===== src/design/edit_distance_align_traceback_core_defines.svh =====
// Assertion macros shared by the RTL.
`ifndef EDIT_DISTANCE_ALIGN_TRACEBACK_CORE_DEFINES_SVH
`define EDIT_DISTANCE_ALIGN_TRACEBACK_CORE_DEFINES_SVH

// Same-cycle implication, clocked on clk, off during reset.
`define EDAT_ASSERT_IMP(lbl, ante, cons) \
  lbl: assert property (@(posedge clk) disable iff (!rst_n) (ante) |-> (cons)) \
    else $error("edat: same-cycle check failed");

// Next-cycle implication.
`define EDAT_ASSERT_NXT(lbl, ante, cons) \
  lbl: assert property (@(posedge clk) disable iff (!rst_n) (ante) |=> (cons)) \
    else $error("edat: next-cycle check failed");

`endif


===== src/design/edat_ram.sv =====
module edat_ram #(
  parameter int WIDTH = 8,
  parameter int DEPTH = 16,
  localparam int AW = (DEPTH > 1) ? $clog2(DEPTH) : 1
) (
  input  logic             clk,
  input  logic             we,
  input  logic [AW-1:0]    waddr,
  input  logic [WIDTH-1:0] wdata,
  input  logic [AW-1:0]    raddr,
  output logic [WIDTH-1:0] rdata
);

  logic [WIDTH-1:0] mem [DEPTH];
  logic [WIDTH-1:0] rdata_r;

  always_ff @(posedge clk) begin
    if (we) begin
      mem[waddr] <= wdata;
    end
    rdata_r <= mem[raddr];
  end

  assign rdata = rdata_r;

endmodule


===== config.mk =====
export PLATFORM = sky130hd
export DESIGN_NAME = edat_ram
export DESIGN_NICKNAME = d
export VERILOG_FILES = /design/src/design/edit_distance_align_traceback_core_defines.svh /design/src/design/edat_ram.sv
export SDC_FILE = /design/constraint.sdc
export NUM_CORES = 1
export LEC_CHECK = 0
export ABC_AREA = 1
export BUFFER_PORTS_ARGS = -buffer_cell sky130_fd_sc_hd__buf_2
export CAP_MARGIN = 20
export CORE_ASPECT_RATIO = 0.6
export CORE_UTILIZATION = 30
export CTS_CLUSTER_SIZE = 8
export DETAILED_ROUTE_END_ITERATION = 10
export GPL_TIMING_DRIVEN = 0
export PLACE_DENSITY = 0.54
export SLEW_MARGIN = 20
export SYNTH_ARGS = -nofsm -noshare
export SYNTH_HDL_FRONTEND = slang
export SYNTH_SLANG_ARGS = --single-unit

===== constraint.sdc =====
create_clock -name clk -period 1.3 [get_ports clk]
set_clock_uncertainty 0.1 [all_clocks]
set_input_delay 0 -clock clk [delete_from_list [all_inputs] [get_ports clk]]
set_output_delay 0 -clock clk [all_outputs]
set_load 0.005 [all_outputs]

### After elaboration in Yosys (flattened, before gate mapping)

Memory sizes are Yosys's and may differ from the RTL's. A register that Yosys moved wholly into a read port is not among the register bits.
Index checks and enable logic that the tools add are counted.

* eq/ne operators: 0
* reduce and logical (&&, ||, !) cells: 0
* bitwise operators: 0
* $add $sub $neg: 0
* mux-type cells: 2
* shift-type cells: 0
* div/mod/pow operators: 0
* magnitude comparators: 0
* multipliers: 0

Operators with widths (count)
* 1-bit 2-to-1 mux: 2

* memory bits (writable): 128
* register bits after elaboration: 0
* output and inout port bits: 8
* ROM bits: 0
* memories: 1
* input bits: 18
* latch bits: 0

Memory list
* mem: depth 16, bits a word 8, read ports 1, clocked after memory_dff 1, write ports 1, line edat_ram.sv:14 `logic [WIDTH-1:0] mem [DEPTH];`

### Longest topological paths before layout

Gate-level depths: netlist of run 1.

* depth after elaboration: 2
* depth in mapped cells: 8
* mapped depth without buffers: 7

### Least setup slack after synthesis of run 1

No wires, ideal clock.

* path type: input-to-reg
* from: input waddr[2]
* to: memory mem[10][0], enable pin
* stages: 2
* arrival time: 581 ps
* buffers on the path: 0
* slack: 249 ps
* cell sequence: nand3b_1 nor2_1

RTL lines
* from (decl): line edat_ram.sv:8 `input logic [AW-1:0] waddr,`
* to (decl): line edat_ram.sv:14

No word-level cell before the write port.

### Worst setup path in the final report of run 1

* from: input waddr[3]
* to: memory mem[6][3], enable pin

No word-level cell before the write port.

==> qor.csv, run 1 <==
metric,value,unit
status,finished clean,
critPathMaxStageDelay,0.82,ns
viasPerCell,4.63,
globalRouteOverflowTotal,0,
maxSlewHeadroom,30.7,%
max_freq,789,MHz
crit_path_end_kind,flop,
grt_pass1_vias,3717,
io_buffers,22,
place.gp.congestion,0.854,
design.final.nets,619,
setup_viol,0,
cts.sink_count,136,
fin_cells,854,
path_delay_family,simple AND/OR/NAND/NOR gates,
dieArea,19800,um2
crit_fanout,8,
hold_class,input pin to flop,
synthesis.instances,551,
clk_latency,0.42,ns
yosysWarnings,0,
crit_chain,buf_2 -> nand3b_1 -> nor2_1,
n_antenna_cell,0,
path_clk_slew,0.06,ns
grt_usage,17.3,%
ys_ff_latch,136,
dpl.hpwl,10900,um
numCtsBuffers,17,
syn_area,5770,um2
crit_required,1.24,ns
area_growth,19.7,%
ios,26,
grt_pass1_wl,23600,um
worst_pin_slew,1.04,ns
htreeDepth,4,
coreArea,18400,um2
ys_types,12,
dr.first_iter.drc_count,449,
ys_seq_area_share,69.4,%
start_util,31.3,%
ant_nets,0,
drt_pass1_iterations,5,
rsz0062_at_grt,no,
placed_cells,813,
drc_errors,0,
power.total,10.7,mW
die_x,181,um
path_class,input pin to flop,
avgSynthCellArea,10.5,um2
cts-root-buf,clkbuf_16,
cap_violations,0,
final-hold-violation-count,0,
crit_arrival,1.21,ns
min_period_over_period,97.5,%
grt_max_degree,17,
period_minus_slack,1.27,ns
fillers,1825,
num_rows,38,
worst_slack,0.0319,ns
wirelength,15800,um
avgRoutedWirePerCell,18.5,um
cellPowerDensity,1550,nW/um2
vias,3958,
post-route-util,37.4,%
synth_nets,569,
total_leakage_power,2.94,nW
drv_slew,0,
drive_gt1_share,12.9,%
tritoncts,built,
dpl_worst_slack,-0.399,ns
die_h,109,um
whs,0.0305,ns
clk_path_buf_depth,2,
slowest_stage,nor2_1,
vdd_drop_max,846,uV
path_buf_inv,1,
antenna_found_initial,0,
start_kind,input pin,
## worst min-delay path: cells and delay by family
family / cells / cell delay, ns
simple gates: 4 / 0.34
buf+inv: 1 / 0.15
## cell families after synthesis
kind of cell / after synthesis / synth area share, %
AND/OR/NAND/NOR: 289 / 21.0
flip-flops: 136 / 69.4
buffers and inverters: 126 / 9.52
## layer usage
metal / wire length (um) / up-vias / GRT usage, %
met5: 0 / - / 0
met4: 197 / 0 / 5.02
met3: 1600 / 15 / 6.66
met2: 5800 / 157 / 21.6
met1: 8250 / 1907 / 26.6
li1: - / 1879 / -
## layout by cell type, fill, tap and decap left out
master / instances
buf_2: 35
inv_1: 100
dfxtp_1: 8
clkinv_4: 1
clkbuf_1: 1
bufinv_16: 4
nor2_1: 15
clkinv_1: 1
nor2_2: 2
dlygate4sd3_1: 10
buf_6: 6
clkinvlp_4: 5
nand3b_1: 2
inv_6: 3
buf_4: 4
inv_2: 2
clkbuf_16: 17
nand2_1: 173
edfxtp_1: 128
nand3_1: 97
## where the power goes
group | internal, mW | switching (mW) | leakage, nW
logic | 0.207 | 0.487 | 1.43
registers | 4.90 | 0.0235 | 1.22
clock network | 3.22 | 1.88 | 0.287
## stage by stage
stage          TNS [ns]  instance area [um2]
4_1_cts               0                 6900
2_1_floorplan         0                 5770
3_3_place_gp     -24.98                 6180
3_5_place_dp     -29.99                 6180
6_report              0                 6900
5_1_grt               0                 6900
## state kept, by name, indices dropped and copies added (netlist names)
name,cells
rdata,8
mem,128
## synth_stat cells
| cell | count | area (um2) |
|---|---|---|
| nand3_1 | 97 | 485 |
| edfxtp_1 | 128 | 3840 |
| inv_2 | 2 | 7.51 |
| buf_6 | 6 | 67.6 |
| buf_1 | 1 | 3.75 |
| nor2_1 | 17 | 63.8 |
| buf_2 | 13 | 65.1 |
| inv_1 | 100 | 375 |
| nand3b_1 | 2 | 15.0 |
| nand2_1 | 173 | 649 |
| buf_4 | 4 | 30.0 |
| dfxtp_1 | 8 | 160 |
## final cells by class
| class | instances | area (um2) | share of cell area [%] |
|---|---|---|---|
| clock inverters | 14 | 196 | 2.85 |
| inverters | 102 | 383 | 5.55 |
| well taps | 240 | 300 | 4.35 |
| flip-flops and latches | 136 | 4000 | 58.0 |
| plain buffers | 23 | 163 | 2.36 |
| repair buffers | 32 | 210 | 3.04 |
| multi-input cells | 289 | 1220 | 17.7 |
| clock buffers | 18 | 429 | 6.22 |
## what timing repair did
item                                    4_1_cts  5_1_grt
endpoints found under the hold margin       135        0
endpoints found under the setup margin        0       11
gates resized for setup                       0        2
setup buffers                                 0        0
hold buffers                                 10        0
## final timing paths
check	cells after the start	to	slack [ns]	start
min	5	rdata[0]	0.03	raddr[1]
min reg2reg	6	rdata[2]	0.62	mem[7][2]
max	3	mem[6][3]	0.03	waddr[3]
max reg2reg	6	rdata[5]	0.12	mem[3][5]
(Power assumes the default switching activity.)
==> run 2, diff against run 1 <==
==> constraint.sdc (replaced) <==
create_clock -name clk -period 1.5 [get_ports clk]
set_clock_uncertainty 0.1 [all_clocks]
set_input_delay 0 -clock clk [delete_from_list [all_inputs] [get_ports clk]]
set_output_delay 0 -clock clk [all_outputs]
set_load 0.005 [all_outputs]
==> run 2 against run 1 <==
Cell area hardly changed. Global-route usage hardly changed. Hold slack hardly changed. Register-to-register slack better by 0.19 ns. Critical path type unchanged. Largest cell class unchanged.
==> qor.csv, run 2 (synthesis gave the netlist of run 1 again) <==
metric,value,unit
status,finished clean,
worst_pin_slew,1.05,ns
whs,0.0300,ns
largest_reg_flops,128,
p_seq_share,46.0,%
drc_errors,0,
period_minus_slack,1.36,ns
crit_path_end_kind,flop,
drt_pass1_iterations,5,
grt_pass1_wl,23600,um
vias,3971,
grt_max_degree,17,
dr.first_iter.drc_count,458,
num_rows,38,
ios,26,
clk_path_buf_depth,2,
p_sw_share,22.3,%
power_frac_comb,6.5,%
place.gp.congestion,0.854,
io_buffers,22,
htreeDepth,4,
path_class,input pin to flop,
holdPathEnd,rdata[0],
min_period_over_period,90.4,%
numCtsBuffers,17,
cts-root-buf,clkbuf_16,
drv_slew,0,
intPower,7.22,mW
layout_commonest_cell,nand2_1,
dpl.hpwl,10900,um
tritoncts,built,
grt_pass1_vias,3722,
coreArea,18400,um2
r2r_cells,6,
r2r_slack,0.31,ns
dieArea,19800,um2
wl_met1,8310,um
crit_required,1.76,ns
power.total,9.29,mW
cellPowerDensity,1350,nW/um2
total_leakage_power,2.93,nW
globalRouteOverflowTotal,0,
grt_usage,17.3,%
regMostFlops,mem,
hp-start,raddr[1],
whs_path_depth,5,
slowest_stage,dlygate4sd3_1,
cap_violations,0,
rr_endpoint,rdata[0],
design.final.nets,620,
start_kind,input pin,
max_freq,737,MHz
die_h,109,um
wirelength,15800,um
vdd_drop_max,732,uV
path_buf_inv,4,
met3WireLength,1460,um
start_util,31.3,%
area_growth,19.8,%
crit_chain,dlygate4sd3_1 -> buf_2 -> clkinvlp_4 -> buf_4 -> nand3_1 -> nand3_1 -> nand2_1,
post_cts_buffers,0,
net-switching-power,2.07,mW
antenna_found_initial,0,
crit_fanout,10,
top_layer,met4,
path_delay_family,buffers and inverters,
die_x,181,um
drive_gt1_share,12.7,%
rsz0062_at_grt,no,
maxSlewHeadroom,29.7,%
ant_nets,0,
final-hold-violation-count,0,
setup_viol,0,
crit_arrival,1.61,ns
n_antenna_cell,0,
layout_common_cells,"nand2_1, edfxtp_1, inv_1",
cts.sink_count,136,
path_clk_slew,0.06,ns
power_frac_clock,47.6,%
rr_startpoint,mem[3][0],
clk_latency,0.42,ns
hold_class,input pin to flop,
critPathMaxStageDelay,0.52,ns
cp_common_cell,nand3_1,
avgRoutedWirePerCell,18.5,um
wl_met2,5890,um
viasPerCell,4.64,
run 2: changes by cell type in the layout (fill, tap and decap cells not counted), sizes merged:
cell,delta
clkinvlp,+1
buf,+1
inv,-1
run 2: cell type report:
| cell class | instances | area [um2] |
|---|---|---|
| multi-input cells | 289 | 1210 |
| repair buffers | 32 | 210 |
| flip-flops and latches | 136 | 4000 |
| plain buffers | 24 | 166 |
| clock inverters | 14 | 196 |
| well taps | 240 | 300 |
| clock buffers | 18 | 429 |
| inverters | 102 | 387 |
| fillers | 1825 | 11500 |
run 2: worst max path at each step:
stage,slack [ns],from,cells after the start,end
floorplan,0.45,waddr[2],2,mem[10][0]
global placement,-0.15,waddr[3],3,mem[4][6]
detailed placement,-0.20,waddr[3],3,mem[4][0]
CTS,0.13,raddr[2],7,rdata[0]
global route,0.03,raddr[2],7,rdata[3]
finish,0.14,raddr[2],7,rdata[0]
run 2: repair_timing:
item,in CTS,in global routing
endpoints found under the setup margin,0,1
hold buffers,10,0
endpoints found under the hold margin,135,0
gates resized for setup,0,1
run 2: metal layers:
metal | GRT usage [%] | vias up
met1 | 26.5 | 1937
met3 | 6.62 | 13
li1 | - | 1879
met5 | 0 | -
met2 | 21.7 | 142
met4 | 5.02 | 0
run 2: power by group through the flow:
stage | registers (mW) | clock network (mW) | logic (mW)
after global placement | 4.35 | 0 | 0.566
final | 4.27 | 4.42 | 0.602
after global routing | 4.28 | 4.65 | 0.664
after floorplan | 4.35 | 0 | 0.300
after detailed placement | 4.35 | 0 | 0.574
after CTS | 4.27 | 4.47 | 0.596
run 2: tightest hold or removal path: cells and delay by family:
family                 cells  cell delay, ns
buffers and inverters      1            0.15
AND/OR/NAND/NOR            4            0.34
run 2: metrics by stage:
stage	setup slack [ns]	cell area, um2	util, %	TNS [ns]	std cells
3_3_place_gp	-0.151	6180	33.5	-5.70	813
4_1_cts	0.131	6900	37.4	0	855
5_1_grt	0.0262	6910	37.4	0	855
3_5_place_dp	-0.199	6180	33.5	-8.61	813
6_report	0.144	6910	37.4	0	855
2_1_floorplan	0.449	5770	-	0	551
